==> src/rau_pkg.sv <==
// Shared types and constants of the rational arithmetic unit.
// Used by the controller, the datapath and the top level; no dependencies.
`timescale 1ns / 1ps

package rau_pkg;

   // Operation codes.
   localparam logic [1:0] OP_ADD = 2'd0;
   localparam logic [1:0] OP_SUB = 2'd1;
   localparam logic [1:0] OP_MUL = 2'd2;
   localparam logic [1:0] OP_DIV = 2'd3;

   // Result status codes.
   localparam logic [1:0] ST_OK       = 2'd0;
   localparam logic [1:0] ST_ZERO_DEN = 2'd1;
   localparam logic [1:0] ST_OVERFLOW = 2'd2;

   // Result and intermediate widths.
   localparam int RES_WIDTH  = 64;
   localparam int WIDE_WIDTH = 65;
   localparam int DIV_STEPS  = 65;
   localparam int CNT_WIDTH  = 7;

   // Commands from the controller to the datapath.
   typedef struct packed {
      logic                 load;
      logic                 mul_en;
      logic [1:0]           mul_sel;
      logic                 combine;
      logic                 gcd_init;
      logic                 gcd_step;
      logic                 div_init;
      logic                 div_step;
      logic                 out_load;
   } cmd_type;

   // Status from the datapath to the controller.
   typedef struct packed {
      logic zero_den;
      logic num_zero;
      logic gcd_done;
   } stat_type;

   // One result item.
   typedef struct packed {
      logic                 r_negative;
      logic [RES_WIDTH-1:0] r_numerator;
      logic [RES_WIDTH-1:0] r_denominator;
      logic [1:0]           status;
   } result_type;

endpackage

==> src/rau_ctrl.sv <==
// Controller of the rational arithmetic unit: sequences multiply, combine,
// binary GCD and exact division steps. Depends on rau_pkg.
`timescale 1ns / 1ps

module rau_ctrl (
   input  logic              clock,
   input  logic              reset,
   input  logic              req_tvalid,
   output logic              req_tready,
   output logic              rsp_tvalid,
   input  logic              rsp_tready,
   input  rau_pkg::stat_type stat,
   output rau_pkg::cmd_type  cmd
);

   localparam logic [2:0] S_IDLE  = 3'd0;
   localparam logic [2:0] S_MUL   = 3'd1;
   localparam logic [2:0] S_COMB  = 3'd2;
   localparam logic [2:0] S_CHECK = 3'd3;
   localparam logic [2:0] S_GCD   = 3'd4;
   localparam logic [2:0] S_DIV   = 3'd5;
   localparam logic [2:0] S_FIN   = 3'd6;

   localparam logic [rau_pkg::CNT_WIDTH-1:0] MUL_LAST = rau_pkg::CNT_WIDTH'(2);
   localparam logic [rau_pkg::CNT_WIDTH-1:0] DIV_LAST =
      rau_pkg::CNT_WIDTH'(rau_pkg::DIV_STEPS - 1);

   logic [2:0]                    state_ff, state_in;
   logic [rau_pkg::CNT_WIDTH-1:0] cnt_ff, cnt_in;
   logic                          valid_ff, valid_in;

   assign req_tready = (state_ff == S_IDLE);
   assign rsp_tvalid = valid_ff;

   // Next state and command decode.
   always_comb begin
      state_in = state_ff;
      cnt_in   = cnt_ff;
      cmd      = '0;
      cmd.mul_sel = cnt_ff[1:0];
      unique case (state_ff)
         S_IDLE: begin
            if (req_tvalid) begin
               cmd.load = 1'b1;
               cnt_in   = '0;
               state_in = S_MUL;
            end
         end
         S_MUL: begin
            cmd.mul_en = 1'b1;
            cnt_in     = cnt_ff + 1'b1;
            if (cnt_ff == MUL_LAST) state_in = S_COMB;
         end
         S_COMB: begin
            cmd.combine = 1'b1;
            state_in    = S_CHECK;
         end
         S_CHECK: begin
            if (stat.zero_den || stat.num_zero) begin
               state_in = S_FIN;
            end else begin
               cmd.gcd_init = 1'b1;
               state_in     = S_GCD;
            end
         end
         S_GCD: begin
            if (stat.gcd_done) begin
               cmd.div_init = 1'b1;
               cnt_in       = '0;
               state_in     = S_DIV;
            end else begin
               cmd.gcd_step = 1'b1;
            end
         end
         S_DIV: begin
            cmd.div_step = 1'b1;
            cnt_in       = cnt_ff + 1'b1;
            if (cnt_ff == DIV_LAST) state_in = S_FIN;
         end
         S_FIN: begin
            if (!valid_ff || rsp_tready) begin
               cmd.out_load = 1'b1;
               state_in     = S_IDLE;
            end
         end
         default: state_in = S_IDLE;
      endcase
   end

   // Output valid: set on load, cleared when the item is taken.
   always_comb begin
      valid_in = valid_ff;
      if (valid_ff && rsp_tready) valid_in = 1'b0;
      if (cmd.out_load) valid_in = 1'b1;
   end

   always_ff @(posedge clock) begin
      if (reset) begin
         state_ff <= S_IDLE;
         cnt_ff   <= '0;
         valid_ff <= 1'b0;
      end else begin
         state_ff <= state_in;
         cnt_ff   <= cnt_in;
         valid_ff <= valid_in;
      end
   end

endmodule

==> config.mk <==
export PLATFORM = sky130hd
export DESIGN_NAME = rau_ctrl
export DESIGN_NICKNAME = d
export VERILOG_FILES = /design/src/rau_pkg.sv /design/src/rau_ctrl.sv
export SDC_FILE = /design/constraint.sdc
export NUM_CORES = 1
export LEC_CHECK = 0
export ABC_AREA = 1
export BUFFER_PORTS_ARGS = -buffer_cell sky130_fd_sc_hd__buf_2
export CORE_MARGIN = 2
export CORE_UTILIZATION = 54
export CTS_CLUSTER_DIAMETER = 200
export DETAILED_ROUTE_END_ITERATION = 10
export GPL_TIMING_DRIVEN = 0
export PLACE_DENSITY = 0.84
export SYNTH_ARGS = -nofsm -noshare
export SYNTH_HDL_FRONTEND = slang
export SYNTH_SLANG_ARGS = --single-unit
==> constraint.sdc <==
create_clock -name clock -period 2.15 [get_ports clock]
set_input_delay 0.3225 -clock clock [delete_from_list [all_inputs] [get_ports clock]]
set_output_delay 0.3225 -clock clock [all_outputs]
set_load 0.01 [all_outputs]
==> impl_metrics.env, run 1 <==
export IMPL_max_cap_viol_count=0
export IMPL_vias=834
export IMPL_hold_path_startpoint="rsp_tready"
export IMPL_dpl_worst_slack_ns=0.799
export IMPL_slew_violations=0
export IMPL_numCtsBuffers=3
export IMPL_cts_tree="done"
export IMPL_cts_sinks=11
export IMPL_maxSlewHeadroom_pct=70.0
export IMPL_path_class="flip-flop to output pin"
export IMPL_startpoint="state_ff[1]"
export IMPL_drtIter0Drc=37
export IMPL_io_buffers=17
export IMPL_fin_util_pct=68.4
export IMPL_synth_nets=131
export IMPL_max_stage_delay_ns=0.53
export IMPL_finalSetupViolCount=0
export IMPL_initial_utilization_pct=58.4
export IMPL_mostFrequentLayoutCells="24 x nand2_1, 18 x inv_1, 17 x buf_2"
export IMPL_syn_to_final_growth_pct=17.1
export IMPL_vias_per_cell=5.31
export IMPL_layout_commonest_cell="nand2_1"
export IMPL_cts_setup_buffers=0
export IMPL_pin_count=19
export IMPL_dr_pass1_iters=4
export IMPL_path_max_fanout=6
export IMPL_startpoint_type="flip-flop"
export IMPL_r2r_start="state_ff[1]"
export IMPL_cts_root_buf="clkbuf_4"
export IMPL_ys_seq_area_share_pct=29.0
export IMPL_design_area_um2=890
export IMPL_grt_usage_pct=19.7
export IMPL_drive_gt1_share_pct=25.4
export IMPL_ys_seq_elements=11
export IMPL_worst_endpoint_required_ns=1.83
export IMPL_dp_cells=153
export IMPL_die_width_um=41.5
export IMPL_synthesis_area_um2=759
export IMPL_avgSynthCellArea_um2=6.28
export IMPL_die_area_um2=1720
export IMPL_path_cells="nand3_1 -> nor2_1 -> buf_4 -> buf_2"
export IMPL_finalCriticalPeriod_ns=1.66
export IMPL_status="completed"
export IMPL_cp_end_kind="output pin"
export IMPL_final_cells=157
export IMPL_nets=153
export IMPL_holdWs_ns=0.353
export IMPL_clockBufferDepth=2
export IMPL_grt_max_degree=10
export IMPL_async_flop_share_pct=0
export IMPL_tightestPinTransition_ns=0.450
export IMPL_gp_congestion=0.804
export IMPL_yosys_area_top_type="dfxtp_1"
export IMPL_crit_arrival_ns=1.33
export IMPL_drc=0
export IMPL_grt_overflow_total=0
export IMPL_htreeDepth=1
export IMPL_clk_latency_ns=0.27
export IMPL_antenna_found_initial=0
export IMPL_power_uw=911
export IMPL_synth_top_area_share_pct=29.0
export IMPL_die_h_um=41.5
export IMPL_num_rows=13
export IMPL_fin_ws_ns=0.494
export IMPL_grt_pass1_wl_um=2670
export IMPL_ys_types=23
export IMPL_clock_skew_final_ns=0.00526
export IMPL_synth_edf_count=0
export IMPL_setup_tns_ns=0
export IMPL_clk_pin_slew_worst_paths_ns=0.08
export IMPL_p_leak_nw=0.463
export IMPL_yosys_top_cells_area="dfxtp_1 29%, nand2_1 12%, inv_1 8.9%"
export IMPL_hold_class="primary input to flip-flop"
export IMPL_cts_repair_resized=0
export IMPL_post_route_period_util_pct=77.0
export IMPL_final_hold_violation_count=0
export IMPL_placed_area_um2=863
export IMPL_syn_inst=121
export IMPL_dp_hpwl_um=1320
export IMPL_coreArea_um2=1300
export IMPL_postRouteAntennaNets=0
export IMPL_cts_hold_buf=0
export IMPL_ir_drop_mv=0.731
export IMPL_num_antenna_cells=0
export IMPL_grt_pass1_vias=671
export IMPL_crit_slowest_cell="dfxtp_1"
export IMPL_nFillCells=126
export IMPL_wl_per_cell_um=11.0
export IMPL_max_freq_ghz=0.604
export IMPL_yosys_warnings=0
export IMPL_rsz0062_at_grt="false"
export IMPL_synth_flop_cell="dfxtp_1"
export IMPL_pwr_density_cell_nw_per_um2=1020
export IMPL_wirelength_um=1730
## logic make-up (layout without fill, tap and decap cells)
kind of cell | count (synthesis) | after routing | share of synthesized area [%]
AND/OR/NAND/NOR | 63 | 63 | 37.7
buffers and inverters | 26 | 47 | 14.8
AO/OA/AOI/OAI | 18 | 18 | 13.5
flip-flops | 11 | 11 | 29.0
adder cells (fa/ha/maj) | 3 | 3 | 4.94
## metal layers
metal / part of all wire, % / wire, um / GRT usage (%) / up-vias
met5: 0 / 0 / 0 / -
met4: 2.0 / 34 / 7.74 / 0
met3: 6.2 / 108 / 4.35 / 6
met2: 48 / 839 / 32.5 / 36
met1: 43 / 750 / 24.9 / 371
li1: - / - / - / 421
## cell type report
class	count	area (um^2)	share of cell area, %
flip-flops and latches	11	220	24.8
repair buffers	17	85.1	9.56
multi-input cells	84	427	48.0
clock buffers	4	26.3	2.95
well taps	15	18.8	2.11
inverters	21	78.8	8.86
plain buffers	5	33.8	3.80
## worst max-delay path, delay by kind of cell, from the launching register on
family	cells	cell delay, ns
and+or+nand+nor	2	0.31
DFF	1	0.53
buffers and inverters	2	0.22
## state kept, by name (all words and copies together) (netlist names)
| register | flops |
|---|---|
| cnt_ff | 7 |
| state_ff | 3 |
| rsp_tvalid | 1 |
## cell usage after synthesis, types with 2 or more instances
| library cell | instances |
|---|---|
| a21oi_1 | 13 |
| buf_4 | 4 |
| dfxtp_1 | 11 |
| ha_1 | 3 |
| inv_1 | 18 |
| inv_2 | 3 |
| nand2_1 | 24 |
| nand3_1 | 12 |
| nor2_1 | 16 |
| nor2_2 | 3 |
| nor3_1 | 2 |
## path summary, 6_finish.rpt
path	endpoint	slack (ns)	cells after the start
worst max-delay path	cmd[0]	0.49	4
worst min-delay path	rsp_tvalid	0.35	4
worst max register to register	cnt_ff[4]	0.79	7
worst min register to register	cnt_ff[4]	0.51	2
## where the power goes
part	total (mW)	internal, mW	leakage (nW)	switching [mW]
Combinational	0.485	0.178	0.358	0.307
Sequential	0.280	0.235	0.0894	0.0453
Clock	0.146	0.0720	0.0150	0.0742
(Power assumes the default switching activity.)
==> run 2, diff against run 1 <==
--- a/config.mk
+++ b/config.mk
@@ -8,11 +8,11 @@
 export ABC_AREA = 1
 export BUFFER_PORTS_ARGS = -buffer_cell sky130_fd_sc_hd__buf_2
 export CORE_MARGIN = 2
-export CORE_UTILIZATION = 54
+export CORE_UTILIZATION = 46
 export CTS_CLUSTER_DIAMETER = 200
 export DETAILED_ROUTE_END_ITERATION = 10
 export GPL_TIMING_DRIVEN = 0
-export PLACE_DENSITY = 0.84
+export PLACE_DENSITY = 0.76
 export SYNTH_ARGS = -nofsm -noshare
 export SYNTH_HDL_FRONTEND = slang
 export SYNTH_SLANG_ARGS = --single-unit
==> constraint.sdc (replaced) <==
create_clock -name clock -period 1.5 [get_ports clock]
set_input_delay 0.225 -clock clock [delete_from_list [all_inputs] [get_ports clock]]
set_output_delay 0.225 -clock clock [all_outputs]
set_load 0.01 [all_outputs]
==> impl_metrics.env, run 2 (synthesis gave the netlist of run 1 again) <==
export IMPL_status="completed"
export IMPL_grt_max_degree=10
export IMPL_cts_root_buf="clkbuf_4"
export IMPL_slew_violations=0
export IMPL_seqPwrFrac_pct=30.7
export IMPL_grt_pass1_vias=613
export IMPL_maxSlewHeadroom_pct=72.4
export IMPL_numCtsBuffers=3
export IMPL_clockBufferDepth=2
export IMPL_initial_utilization_pct=49.8
export IMPL_grt_usage_pct=17.9
export IMPL_use_met2_pct=23.8
export IMPL_busiest_layer="met1"
export IMPL_cp_end_kind="output pin"
export IMPL_io_buffers=17
export IMPL_syn_to_final_growth_pct=19.4
export IMPL_die_area_um2=1990
export IMPL_coreArea_um2=1520
export IMPL_crit_slowest_cell="dfxtp_2"
export IMPL_met3_usage_pct=2.45
export IMPL_vias_per_cell=4.89
export IMPL_antenna_found_initial=0
export IMPL_die_width_um=44.6
export IMPL_swShare_pct=46.5
export IMPL_drive_gt1_share_pct=28.9
export IMPL_postRouteAntennaNets=0
export IMPL_gp_congestion=0.858
export IMPL_worst_endpoint_required_ns=1.27
export IMPL_tightestPinTransition_ns=0.413
export IMPL_top_register="cnt_ff"
export IMPL_max_cap_viol_count=0
export IMPL_die_h_um=44.6
export IMPL_power_frac_clock_pct=16.0
export IMPL_clk_pin_slew_worst_paths_ns=0.08
export IMPL_final_hold_violation_count=0
export IMPL_clock_skew_final_ns=0.00926
export IMPL_pwr_density_cell_nw_per_um2=1470
export IMPL_num_antenna_cells=0
export IMPL_wirelength_um=1560
export IMPL_nFillCells=145
export IMPL_mostFrequentLayoutCells="24 x nand2_1, 17 x inv_1, 17 x buf_2"
export IMPL_p_leak_nw=0.464
export IMPL_ir_drop_mv=0.664
export IMPL_p_int_uw=713
export IMPL_p_switching_uw=620
export IMPL_hold_class="primary input to flip-flop"
export IMPL_clk_latency_ns=0.28
export IMPL_cts_sinks=11
export IMPL_cts_tree="done"
export IMPL_r2r_setup_slack_ns=0.21
export IMPL_num_rows=14
export IMPL_power_mw=1.33
export IMPL_startpoint_type="flip-flop"
export IMPL_layout_commonest_cell="nand2_1"
export IMPL_dr_pass1_iters=4
export IMPL_wl_per_cell_um=9.89
export IMPL_path_class="flip-flop to output pin"
export IMPL_largest_reg_flops=7
export IMPL_grt_overflow_total=0
export IMPL_max_stage_delay_ns=0.42
export IMPL_placed_area_um2=865
export IMPL_finalSetupViolCount=0
export IMPL_p_comb_share_pct=53.3
export IMPL_drtIter0Drc=18
export IMPL_nets=153
export IMPL_path_cells="inv_2 -> nor4_1 -> buf_2"
export IMPL_finalCriticalPeriod_ns=1.46
export IMPL_vias=772
export IMPL_rsz0062_at_grt="true"
export IMPL_max_freq_ghz=0.687
export IMPL_grt_pass1_wl_um=2600
export IMPL_post_route_period_util_pct=97.1
export IMPL_path_max_fanout=7
export IMPL_dp_hpwl_um=1220
export IMPL_htreeDepth=1
export IMPL_holdWs_ns=0.235
export IMPL_globalRouteMet1Util_pct=25.9
export IMPL_design_area_um2=907
export IMPL_drc=0
export IMPL_pin_count=19
export IMPL_crit_arrival_ns=1.23
==> run 2: timing repair <==
item / CTS / global route
pin swaps: 1 / 1
setup endpoints to repair: 2 / 2
hold endpoints to repair: 0 / 0
hold buffers: 0 / 0
buffers inserted: 0 / 0
resized for setup: 4 / 3
==> run 2: area by class of cell <==
type / count / area [um^2] / share of cell area [%]
Inverter: 21 / 81.3 / 8.97
Multi-Input combinational cell: 84 / 434 / 47.9
Clock buffer: 4 / 26.3 / 2.90
Sequential cell: 11 / 223 / 24.6
Timing Repair Buffer: 17 / 85.1 / 9.38
Tap cell: 16 / 20.0 / 2.21
Buffer: 5 / 37.5 / 4.14
==> run 2: worst paths after layout <==
path                    start           to  cells past startpoint
hold / removal     rsp_tready   rsp_tvalid                      4
hold reg to reg     cnt_ff[4]    cnt_ff[4]                      2
setup reg to reg    cnt_ff[0]  state_ff[0]                     10
setup / recovery  state_ff[2]       cmd[2]                      3
==> run 2: power groups by stage <==
| stage | logic, mW | clock network, mW | registers, mW |
|---|---|---|---|
| floorplan | 0.528 | 0 | 0.392 |
| global placement | 0.684 | 0 | 0.403 |
| detailed placement | 0.690 | 0 | 0.404 |
| CTS | 0.698 | 0.218 | 0.404 |
| global route | 0.799 | 0.229 | 0.417 |
| finish | 0.711 | 0.213 | 0.409 |
==> run 2: critical path: cells and delay by family (launching register included) <==
kind                   cells  cell delay [ns]
buffers and inverters      2             0.28
DFF                        1             0.42
and+or+nand+nor            1             0.26
==> run 2: routing by layer <==
| metal | vias to the layer above | share of wire, % | wire, um |
|---|---|---|---|
| met4 | 0 | 2.9 | 46 |
| met3 | 5 | 3.1 | 48 |
| met5 | - | 0 | 0 |
| met2 | 13 | 43 | 679 |
| li1 | 423 | - | - |
| met1 | 331 | 50 | 788 |
==> run 2: through the flow <==
stage	setup TNS, ns	cells	setup WS [ns]	utilization, %
finish	0	158	0.0440	59.5
CTS	0	158	0.000364	58.9
detailed placement	0	154	0.191	56.7
global placement	0	154	0.206	56.7
global route	-0.00322	158	-0.00322	59.5
floorplan	0	121	0.314	-
==> run 3, diff against run 2 <==
==> constraint.sdc (replaced) <==
create_clock -name clock -period 1.5 [get_ports clock]
set_input_delay 0.3 -clock clock [delete_from_list [all_inputs] [get_ports clock]]
set_output_delay 0.3 -clock clock [all_outputs]
set_load 0.01 [all_outputs]
==> impl_metrics.env, run 3 (synthesis gave the netlist of run 1 again) <==
export IMPL_status="completed"
export IMPL_syn_to_final_growth_pct=23.2
export IMPL_die_width_um=44.6
export IMPL_die_h_um=44.6
export IMPL_rsz0062_at_grt="true"
export IMPL_slew_violations=0
export IMPL_max_stage_delay_ns=0.31
export IMPL_vias=791
export IMPL_numCtsBuffers=3
export IMPL_clk_latency_ns=0.28
export IMPL_cts_tree="done"
export IMPL_p_leak_nw=0.467
export IMPL_top_register="cnt_ff"
export IMPL_tightestPinTransition_ns=0.412
export IMPL_htreeDepth=1
export IMPL_critical_path_top_delay_family="buffers and inverters"
export IMPL_path_cells="buf_6 -> inv_6 -> nand3_4 -> nor2_2 -> buf_4 -> buf_2"
export IMPL_startpoint_type="flip-flop"
export IMPL_grt_pass1_wl_um=2590
export IMPL_final_hold_violation_count=0
export IMPL_dr_pass1_iters=4
export IMPL_grt_usage_pct=17.8
export IMPL_pwr_density_cell_nw_per_um2=1480
export IMPL_dp_hpwl_um=1220
export IMPL_drtIter0Drc=15
export IMPL_postRouteAntennaNets=0
export IMPL_num_antenna_cells=0
export IMPL_pin_count=19
export IMPL_num_rows=14
export IMPL_post_route_period_util_pct=98.4
export IMPL_drive_gt1_share_pct=31.7
export IMPL_path_class="flip-flop to output pin"
export IMPL_coreArea_um2=1520
export IMPL_ir_drop_mv=0.691
export IMPL_mostFrequentLayoutCells="24 x nand2_1, 17 x inv_1, 17 x buf_2"
export IMPL_cts_setup_buffers=0
export IMPL_clockBufferDepth=2
export IMPL_worst_endpoint_required_ns=1.20
export IMPL_drc=0
export IMPL_largest_reg_flops=7
export IMPL_max_cap_viol_count=0
export IMPL_r2r_start="cnt_ff[1]"
export IMPL_antenna_found_initial=0
export IMPL_grt_overflow_total=0
export IMPL_register_area_um2=229
export IMPL_clk_pin_slew_worst_paths_ns=0.08
export IMPL_path_max_fanout=8
export IMPL_cp_end_kind="output pin"
export IMPL_crit_arrival_ns=1.18
export IMPL_finalSetupViolCount=0
export IMPL_io_buffers=17
export IMPL_gp_congestion=0.858
export IMPL_wl_per_cell_um=10.3
export IMPL_wirelength_um=1630
export IMPL_clock_skew_final_ns=0.00945
export IMPL_multi_input_area_um2=454
export IMPL_maxSlewHeadroom_pct=72.5
export IMPL_crit_slowest_cell="dfxtp_1"
export IMPL_startpoint="state_ff[0]"
export IMPL_nFillCells=139
export IMPL_initial_utilization_pct=49.8
export IMPL_cts_sinks=11
export IMPL_layout_commonest_cell="nand2_1"
export IMPL_hold_path_startpoint="rsp_tready"
export IMPL_cts_root_buf="clkbuf_4"
export IMPL_grt_pass1_vias=613
export IMPL_nets=153
export IMPL_die_area_um2=1990
export IMPL_vias_per_cell=5.01
export IMPL_r2r_setup_slack_ns=0.21
export IMPL_path_buf_inv=4
export IMPL_finalCriticalPeriod_ns=1.48
export IMPL_power_mw=1.38
export IMPL_grt_max_degree=10
export IMPL_max_freq_ghz=0.677
export IMPL_hold_class="primary input to flip-flop"
export IMPL_fin_util_pct=61.4
## run 3: cell count changes in the layout (fill, tap and decap cells not counted)
cell and delta:
a21oi_1 -1, nor2_1 -1, dfxtp_1 -1, nor4_1 -1, a21oi_2 +1, dfxtp_4 +2
nor2_2 +1, inv_4 -1, nor4_2 +1, nand3_2 -1, inv_6 +1, nand3_4 +1
dfxtp_2 -1
## run 3: per-stage QoR
stage | hold slack (ns) | TNS [ns] | setup slack (ns) | instance area [um^2] | cells
4_1_cts | 0.298 | -0.0277 | -0.0277 | 905 | 158
6_report | 0.310 | 0 | 0.0238 | 936 | 158
3_5_place_dp | 0.494 | 0 | 0.166 | 865 | 154
5_1_grt | 0.337 | -0.0918 | -0.0322 | 936 | 158
3_3_place_gp | 0.490 | 0 | 0.204 | 865 | 154
2_1_floorplan | 0.470 | 0 | 0.286 | 759 | 121
## run 3: worst paths after layout
check                 to  cells after the start
max               cmd[0]                      6
min           rsp_tvalid                      4
max reg2reg  state_ff[0]                      9
min reg2reg    cnt_ff[0]                      2
## run 3: cell type report
class	instances	share of cell area [%]
tap	16	2.14
sequential	11	24.5
buffer	5	4.01
multi-input combinational	84	48.5
inverter	21	8.96
clock buffer	4	2.81
timing repair buffer	17	9.09
## run 3: where the power goes
part	switching (mW)	internal, mW
clock network	0.110	0.103
logic	0.465	0.280
registers	0.0749	0.349
total	0.650	0.732
## run 3: per-layer routing
| layer | vias to the layer above | wire length, um | global-route usage (%) |
|---|---|---|---|
| met4 | 0 | 46 | 12.7 |
| met3 | 5 | 57 | 2.45 |
| met1 | 345 | 787 | 25.6 |
| met5 | - | 0 | 0 |
| li1 | 426 | - | - |
| met2 | 15 | 735 | 23.8 |
## run 3: tightest hold or removal path, delay by kind of cell
family	cells	cell delay (ns)
AND/OR/NAND/NOR	1	0.05
AO/OA/AOI/OAI	1	0.06
buffers and inverters	2	0.13
## run 3: what timing repair did
item / in CTS / in global routing
hold buffers: 0 / 0
gates resized for setup: 6 / 9
setup endpoints to repair: 4 / 5
pin swaps: 1 / 1
